==> src/assert_macros.svh <==
// Assertion macros shared by the RTL.
// Each macro takes a label, the clock, the active-low reset, the expressions
// and a message string.
`ifndef ASSERT_MACROS_SVH
`define ASSERT_MACROS_SVH

// same-cycle implication
`define NMIT_ASSERT_IMPL(lbl, clk, rst_n, ante, cons, msg) \
    lbl: assert property (@(posedge clk) disable iff (!rst_n) (ante) |-> (cons)) \
        else $error(msg);

// next-cycle implication
`define NMIT_ASSERT_NEXT(lbl, clk, rst_n, ante, cons, msg) \
    lbl: assert property (@(posedge clk) disable iff (!rst_n) (ante) |=> (cons)) \
        else $error(msg);

// condition that must never hold
`define NMIT_ASSERT_NEVER(lbl, clk, rst_n, cond, msg) \
    lbl: assert property (@(posedge clk) disable iff (!rst_n) !(cond)) \
        else $error(msg);

`endif

==> src/nmit_pkg.sv <==
// ----------------------------------------------------------------------------
// nmit_pkg
// Shared types and constants of the nearest marked index tree.
// ----------------------------------------------------------------------------
package nmit_pkg;

    localparam int POS_W   = 11;
    localparam int POS_MAX = (1 << POS_W) - 1;

    localparam logic [POS_W-1:0] LIMIT_RESET = 11'd1024;

    typedef logic [POS_W-1:0] pos_t;

    typedef enum logic
    {
        CMD_QUERY = 1'b0,
        CMD_MARK  = 1'b1
    } cmd_t;

    typedef enum logic [2:0]
    {
        ST_CLEAR,
        ST_IDLE,
        ST_WALK,
        ST_DRAIN,
        ST_FINISH
    } state_t;

    // one tree node: greatest and least marked position below it, 0 = none
    typedef struct packed
    {
        pos_t max_pos;
        pos_t min_pos;
    } node_t;

    // running neighbor candidates of a query, 0 = none yet
    typedef struct packed
    {
        pos_t below;
        pos_t above;
    } cand_t;

    // control for the node unit
    typedef struct packed
    {
        cmd_t cmd;
        logic right;   // path node is a right child, so sibling lies below
        pos_t pos;
    } step_t;

    typedef struct packed
    {
        logic index_valid;
        logic below_found;
        pos_t below_index;
        logic above_found;
        pos_t above_index;
    } result_t;

endpackage

==> src/nmit_node_unit.sv <==
// ----------------------------------------------------------------------------
// nmit_node_unit
// Shared compare unit: folds a mark into a node, or a sibling into the
// running neighbor candidates of a query.
// ----------------------------------------------------------------------------
module nmit_node_unit (
    input  nmit_pkg::step_t step,
    input  nmit_pkg::node_t node,
    input  nmit_pkg::cand_t cand,
    output nmit_pkg::node_t node_upd,
    output nmit_pkg::cand_t cand_upd
);

    // least of two, 0 meaning empty
    function automatic nmit_pkg::pos_t min_present(nmit_pkg::pos_t a, nmit_pkg::pos_t b);
        nmit_pkg::pos_t r;
        if (a == '0)
        begin
            r = b;
        end
        else if (b == '0)
        begin
            r = a;
        end
        else
        begin
            r = (a < b) ? a : b;
        end
        return r;
    endfunction

    always_comb
    begin
        node_upd.max_pos = (node.max_pos > step.pos) ? node.max_pos : step.pos;
        node_upd.min_pos = min_present(node.min_pos, step.pos);
    end

    always_comb
    begin
        cand_upd = cand;
        if (step.cmd == nmit_pkg::CMD_QUERY)
        begin
            if (step.right)
            begin
                cand_upd.below = (node.max_pos > cand.below) ? node.max_pos : cand.below;
            end
            else
            begin
                cand_upd.above = min_present(cand.above, node.min_pos);
            end
        end
    end

endmodule

==> config.mk <==
export PLATFORM = sky130hd
export DESIGN_NAME = nmit_node_unit
export DESIGN_NICKNAME = d
export VERILOG_FILES = /design/src/assert_macros.svh /design/src/nmit_pkg.sv /design/src/nmit_node_unit.sv
export SDC_FILE = /design/constraint.sdc
export NUM_CORES = 1
export LEC_CHECK = 0
export ABC_AREA = 1
export BUFFER_PORTS_ARGS = -buffer_cell sky130_fd_sc_hd__buf_2
export CORE_UTILIZATION = 49
export DETAILED_ROUTE_END_ITERATION = 12
export GPL_TIMING_DRIVEN = 0
export PLACE_DENSITY = 0.84
export SLEW_MARGIN = 5
export SYNTH_ARGS = -nofsm -noshare
export SYNTH_HDL_FRONTEND = slang
export SYNTH_SLANG_ARGS = --single-unit
==> constraint.sdc <==
create_clock -name vclk -period 4.7
set_input_delay 0.94 -clock vclk [all_inputs]
set_output_delay 0.94 -clock vclk [all_outputs]
set_load 0.005 [all_outputs]
==> implementation parameters, run 1 <==
Parameter                              Value

STA
  Final period util    72.3%
  Tightest slew margin relative to the limit    between 70% and 80%
  Worst Max-Slew Pin Slew    0.427 ns
  Summed negative setup slack over all endpoints    0 ns
  Final-report max-slew violation count    0
  Number of hold violations in the final report    0
  Setup ws final    1.30 ns
  Final setup violation count    0
  Final Critical Period    around 3.4 ns
  Maximum operating frequency    294 MHz
  RSZ-0062 raised after global routing    no

Route
  Number of vias in the routed layout    ~2500
  Antenna viol nets, final    0
  Routed wirelength normalized by instance count    10.9 um
  Number of design-rule violations left by the first detailed-router iteration    about 100
  Wire length after detailed routing    5280 um
  Mean number of vias per cell    about 5
  First drt pass iteration count    4
  Total DRC errors in the routed layout    0

Synth
  Syn_area_per_cell    5.55 sq um
  Share of the synthesized area in the top cell type    28.3%
  Sequential share of the synthesized area    0%
  Biggest area contributors in the synthesized netlist    ha_1 28%, nand2_1 26%, nand3_1 11%
  Cell count after synthesis    335
  Number of distinct library cells after synthesis    23
  Total number of yosys warnings    0
  Total standard cell area after synthesis    1860 sq um
  Syn Nets    434
  Biggest area consumer among synthesized cells    ha_1

Worst setup path
  Highest fanout seen on the critical path    10
  Critical path data required time    3.76 ns
  Data arrival, critical path    2.46 ns
  Nature of the critical path startpoint    primary input
  Critical Path End Type    primary output
  WS Path Type    in2out

Place
  Total half-perimeter wirelength after legalization and detailed placement    4710 um
  IO buf count    101
  Placer congestion estimate    between 0.8 and 0.9
  Post-Place Setup Slack    1.30 ns

Hold path
  Class of the worst hold path    in2out

Power
  Static Leakage    1.60 nW
  Peak ir drop on the vdd network    68.6 uV
  Power per Cell Area    between 100 and 150 nW/um^2

Global route
  Largest net degree at the start of global routing    11
  Grt total ovfl    0
  Tot GR Track Use    25.5%
  Via count of the first global-routing pass    2168
  Wire length of the first global-routing pass    ~8800 um
  Antenna violations before repair    0

Floorplan
  Vertical die dimension    63.6 um
  Core region area    3660 sq um
  Die Outline Area    4040 sq um
  Die outline width    63.6 um
  Starting Density    50.8%
  Core Rows    22
  I/O pin count    101

Layout
  Commonest cells after routing, fill and taps aside    130 x nand2_1, 103 x buf_2, 44 x inv_1
  Share of cells above drive strength 1    27.5%
  Num sequential    0
  # nets final    537
  Clkbuf count    0
  Most common cell after layout, fill and taps aside    nand2_1
  Layout overhead on the synthesized area    30.4%
  N_diodes    0
  Storage element area    0 sq um
  Filler cell count in the final layout    357

Flow run
  Max cap viols    0

Status
  Result of the run    finished, final reports clean

Clock tree
  Post_cts resized    0
  Number of buffers inserted for hold repair after clock tree synthesis    0
  Buffers inserted during post-CTS setup optimization    0
metal layers:
| layer | vias up | share of wire (%) | global-route usage (%) |
|---|---|---|---|
| met2 | 73 | 52 | 50.9 |
| li1 | 1311 | - | - |
| met1 | 1087 | 43 | 30.1 |
| met3 | 2 | 4.9 | 1.27 |
| met5 | - | 0 | 0 |
| met4 | 0 | 0.42 | 1.70 |
power by group:
| group | switching (mW) | leakage [nW] | total (mW) | internal [mW] |
|---|---|---|---|---|
| clock | 0 | 0 | 0 | 0 |
| sequential | 0 | 0 | 0 | 0 |
| combinational | 0.146 | 1.60 | 0.259 | 0.113 |
| total | 0.146 | 1.60 | 0.259 | 0.113 |
cell type report:
| cell class | instances | area (sq um) | area share (%) |
|---|---|---|---|
| well taps | 48 | 60.1 | 2.48 |
| multi-input cells | 278 | 1610 | 66.5 |
| inverters | 47 | 176 | 7.28 |
| repair buffers | 101 | 505 | 20.9 |
| plain buffers | 10 | 70.1 | 2.89 |
kinds of logic after synthesis:
family                     share of synthesized area (%)
AOI/OAI and AO/OA                                   8.15
adders and majority gates                           28.3
buffers and inverters                               13.3
and+or+nand+nor                                     50.3
synth_stat cells, drive strengths merged:
library cell  instances
nand2               133
inv                  47
ha                   42
nand3                42
a21oi                17
nand4                14
nor2                 12
o21ai                 8
buf                   7
nor4                  4
clkbuf                3
nor3                  3
o21a                  3
through the flow:
| step | utilization [%] | total power [mW] | cells | cell area [sq um] | hold WS (ns) |
|---|---|---|---|---|---|
| 2_1_floorplan | - | 0.152 | 335 | 1860 | 1.97 |
| 6_report | 66.2 | 0.259 | 484 | 2420 | 2.16 |
| 4_1_cts | 66.2 | 0.261 | 484 | 2420 | 2.16 |
| 3_3_place_gp | 66.2 | 0.252 | 484 | 2420 | 2.15 |
| 5_1_grt | 66.2 | 0.298 | 484 | 2420 | 2.16 |
| 3_5_place_dp | 66.2 | 0.259 | 484 | 2420 | 2.15 |
worst max-delay path: stages:
cell     delay, ns
buf_2         0.12
inv_1         0.08
ha_1          0.30
nand2_1       0.10
nor2_1        0.17
nand3_2       0.11
nand3_4       0.16
nand2_4       0.07
buf_6         0.14
nand2_1       0.07
nand2_1       0.06
buf_2         0.12
worst paths after layout:
kind | startpoint | endpoint | cells after the start
setup / recovery | step[10] | node_upd[17] | 12
hold / removal | cand[12] | cand_upd[12] | 4
Note: power is estimated with default switching activity, not from simulation.
==> run 2, diff against run 1 <==
Settings changed: CORE_UTILIZATION 49 to 48, PLACE_DENSITY 0.84 to 0.82.
Clock period 4.7 ns to 3.35 ns, I/O delays scaled along.
==> run 2 against run 1 <==
Against the previous run:
- combinational power is 40% higher
- routed wire length is 3.7% lower
- power is 39% higher
- design area stayed put
==> implementation parameters, run 2 (synthesis results as in run 1) <==
Parameter                              Value

Place
  IO buf count    just over 100
  Total half-perimeter wirelength after legalization and detailed placement    4530 um
  Placer congestion estimate    0.900

Clock tree
  Buffers inserted during post-CTS setup optimization    0
  Post_cts resized    0
  Number of buffers inserted for hold repair after clock tree synthesis    0

Worst setup path
  Critical path data required time    2.68 ns
  WS Path Type    in2out
  Data arrival, critical path    2.18 ns
  Highest fanout seen on the critical path    10
  Critical Path End Type    primary output
  Nature of the critical path startpoint    primary input

Global route
  Grt total ovfl    0
  Via count of the first global-routing pass    2157
  Tot GR Track Use    24.8%
  Wire length of the first global-routing pass    8630 um
  Antenna violations before repair    0
  Largest net degree at the start of global routing    11

STA
  Number of hold violations in the final report    0
  Tightest slew margin relative to the limit    71.0%
  RSZ-0062 raised after global routing    no
  Worst Max-Slew Pin Slew    around 0.43 ns
  Minimum hold slack    between 1.5 and 2 ns
  Final period util    85.2%
  Maximum operating frequency    350 MHz
  Final-report max-slew violation count    0
  Final Critical Period    roughly 2.9 ns
  Summed negative setup slack over all endpoints    0 ns
  Final setup violation count    0

Power
  Gate power share    100.0%
  Internal power    0.158 mW
  Peak ir drop on the vdd network    98.8 uV
  Static Leakage    around 1.6 nW
  Sequential Power Share    0%
  Clock power share    0%
  Switching component of the power    a little over 0.2 mW
  Switching fraction of total power    approximately 56%
  Power per Cell Area    149 nW/um^2
  Total power    between 0.3 and 0.4 mW

Route
  Number of vias in the routed layout    2468
  Wire length after detailed routing    5090 um
  Mean number of vias per cell    5.10
  First drt pass iteration count    4
  Total DRC errors in the routed layout    0
  Routed wirelength normalized by instance count    about 11 um
  Antenna viol nets, final    0
  Number of design-rule violations left by the first detailed-router iteration    between 100 and 150

Layout
  Clkbuf count    0
  N_diodes    0
  Layout overhead on the synthesized area    30.4%
  # nets final    537
  Share of cells above drive strength 1    27.5%
  Storage element area    0 sq um
  Num sequential    0
  Commonest cells after routing, fill and taps aside    130 x nand2_1, 103 x buf_2, 44 x inv_1
  Most common cell after layout, fill and taps aside    nand2_1

Floorplan
  Core region area    3690 sq um
  I/O pin count    101
  Starting Density    50.4%
  Die Outline Area    4120 sq um
  Vertical die dimension    64.2 um
  Core Rows    22
  Die outline width    64.2 um

Hold path
  Class of the worst hold path    in2out

Flow run
  Max cap viols    0

Status
  Result of the run    finished, final reports clean
run 2: cell counts in the layout (fill, tap and decap cells not counted):
No cell type changed its count.
run 2: worst paths after layout:
| check | start | endpoint | slack (ns) | depth (start not counted) |
|---|---|---|---|---|
| min | cand[15] | cand_upd[15] | 1.61 | 4 |
| max | step[6] | node_upd[13] | 0.50 | 12 |
run 2: critical path, stage by stage:
cell and delay (ns):
buf_2 0.11, inv_1 0.07, ha_1 0.30, nand2_1 0.08, o21ai_0 0.23, nand2_1 0.13
nand3_4 0.14, nand2_4 0.07, buf_6 0.14, nand2_1 0.06, nand2_1 0.05, buf_2 0.12
run 2: layer usage:
metal / vias up / GRT usage (%) / wire (um)
met1: 1075 / 29.2 / 2250
met2: 76 / 48.9 / 2510
li1: 1313 / - / -
met4: 0 / 3.06 / 31
met5: - / 0 / 0
met3: 4 / 2.14 / 298
run 2: cell type report:
cell class	count	area [sq um]
fillers	398	1260
multi-input cells	278	1610
repair buffers	101	505
well taps	48	60.1
plain buffers	10	70.1
inverters	47	176
run 2: power by group through the flow:
stage / clock, mW / combinational (mW) / sequential (mW)
global route: 0 / 0.416 / 0
floorplan: 0 / 0.213 / 0
global placement: 0 / 0.355 / 0
detailed placement: 0 / 0.362 / 0
CTS: 0 / 0.363 / 0
finish: 0 / 0.362 / 0
run 2: through the flow:
step                      utilization (%)  area [sq um]  cells  setup WS, ns
after detailed placement             65.7          2420    484         0.513
after floorplan                         -          1860    335         0.899
after CTS                            65.7          2420    484         0.503
final                                65.7          2420    484         0.496
after global routing                 65.7          2420    484         0.347
after global placement               65.7          2420    484         0.526
==> run 3, diff against run 2 <==
Settings changed: SETUP_SLACK_MARGIN set to 0.5.
==> run 3 against run 2 <==
Against the previous run:
- design area increased by 11%
- power increased by 14%
- hold slack gained 0.0023 ns
- setup slack better by 0.071 ns
- core utilization increased by 7.2 points
- largest cell class unchanged
- critical path depth up 1
- first-iteration DRC count down 15%
- combinational power grew 14%
- largest power group unchanged
- sequential share of layout area stayed put
- final cell count increased by 1.2%
==> implementation parameters, run 3 (synthesis results as in run 1) <==
Parameter                              Value

Layout
  Share of cells above drive strength 1    36.2%
  Clkbuf count    0
  Filler cell count in the final layout    353
  Commonest cells after routing, fill and taps aside    128 x nand2_1, 93 x buf_2, 37 x nand3_1
  Num sequential    0
  Footprint of the multi-input gates    1790 sq um
  N_diodes    0
  Most common cell after layout, fill and taps aside    nand2_1
  # nets final    approximately 540
  Storage element area    0 sq um
  Layout overhead on the synthesized area    44.6%

Floorplan
  Core Rows    22
  Die Outline Area    4120 sq um
  Starting Density    slightly above 50%
  Die outline width    64.2 um
  Vertical die dimension    between 60 and 70 um
  I/O pin count    101
  Core region area    3690 sq um

Global route
  Via count of the first global-routing pass    ~2200
  Wire length of the first global-routing pass    roughly 8600 um
  Tot GR Track Use    between 20% and 30%
  Antenna violations before repair    0
  Largest net degree at the start of global routing    11
  Grt total ovfl    0

Worst setup path
  Critical path data required time    2.68 ns
  Nature of the critical path startpoint    primary input
  Highest fanout seen on the critical path    10
  Data arrival, critical path    2.11 ns
  WS Path Type    in2out
  Critical Path End Type    primary output

STA
  Final setup violation count    0
  Worst Max-Slew Pin Slew    0.437 ns
  Maximum operating frequency    ~360 MHz
  Final-report max-slew violation count    0
  Number of hold violations in the final report    0
  Final period util    slightly above 80%
  Tightest slew margin relative to the limit    70.9%
  Final Critical Period    2.78 ns
  Summed negative setup slack over all endpoints    0 ns
  Setup ws final    0.568 ns
  RSZ-0062 raised after global routing    yes

Place
  Total half-perimeter wirelength after legalization and detailed placement    4530 um
  IO buf count    just over 100
  Placer congestion estimate    0.900
  Post-Place Setup Slack    0.513 ns

Route
  Routed wirelength normalized by instance count    11.4 um
  Number of design-rule violations left by the first detailed-router iteration    94
  Total DRC errors in the routed layout    0
  Number of vias in the routed layout    2541
  Antenna viol nets, final    0
  First drt pass iteration count    5
  Mean number of vias per cell    5.19
  Wire length after detailed routing    5600 um

Power
  Peak ir drop on the vdd network    109 uV
  Power per Cell Area    153 nW/um^2
  Static Leakage    between 1.5 and 2 nW

Clock tree
  Number of buffers inserted for hold repair after clock tree synthesis    0

Flow run
  Max cap viols    0

Hold path
  Class of the worst hold path    in2out

Status
  Result of the run    finished, final reports clean
run 3: changes by cell type in the layout (fill, tap and decap cells not counted), moves of 10 or more:
cell   delta
buf_4    +11
inv_1    -11
inv_2    +11
buf_2    -10
ha_1     -10
ha_4     +10
run 3: per-layer routing:
metal / vias up / GRT usage [%] / part of all wire [%]
met4: 0 / 3.06 / 1.2
met2: 83 / 48.9 / 50
li1: 1321 / - / -
met5: - / 0 / 0
met3: 7 / 2.14 / 5.1
met1: 1130 / 29.2 / 43
run 3: worst max-delay path: stages:
cell     delay (ns)
buf_2          0.12
inv_1          0.08
ha_1           0.31
a21oi_1        0.13
o21ai_1        0.09
nand2_1        0.08
nand3_2        0.06
nand2_2        0.09
nand2_1        0.09
buf_6          0.15
nand2_1        0.05
nand2_1        0.06
buf_2          0.12
run 3: path summary, 6_finish.rpt:
check | to | depth (start not counted) | from
worst min-delay path | cand_upd[14] | 4 | cand[14]
worst max-delay path | node_upd[2] | 13 | step[6]
run 3: layout make-up:
class	instances	area share, %
Timing Repair Buffer	107	21.7
Inverter	47	6.56
Buffer	10	2.89
Multi-Input combinational cell	278	66.6
Tap cell	48	2.23
run 3: power by group:
group	total (mW)	switching, mW	internal (mW)
Sequential	0	0	0
Clock	0	0	0
Combinational	0.412	0.226	0.186
run 3: what timing repair did:
action / in CTS / in global routing
gates resized for setup: 0 / 59
buffers inserted: 0 / 4
endpoints found under the hold margin: 0 / 0
setup endpoints to repair: 0 / 42
run 3: through the flow:
| step | area (sq um) | util [%] | total power, mW | hold WS (ns) | std cells |
|---|---|---|---|---|---|
| after detailed placement | 2420 | 65.7 | 0.362 | 1.61 | 484 |
| final | 2690 | 72.9 | 0.412 | 1.61 | 490 |
| after global routing | 2690 | 72.9 | 0.465 | 1.63 | 490 |
| after floorplan | 1860 | - | 0.213 | 1.43 | 335 |
| after global placement | 2420 | 65.7 | 0.355 | 1.61 | 484 |
| after CTS | 2420 | 65.7 | 0.363 | 1.61 | 484 |
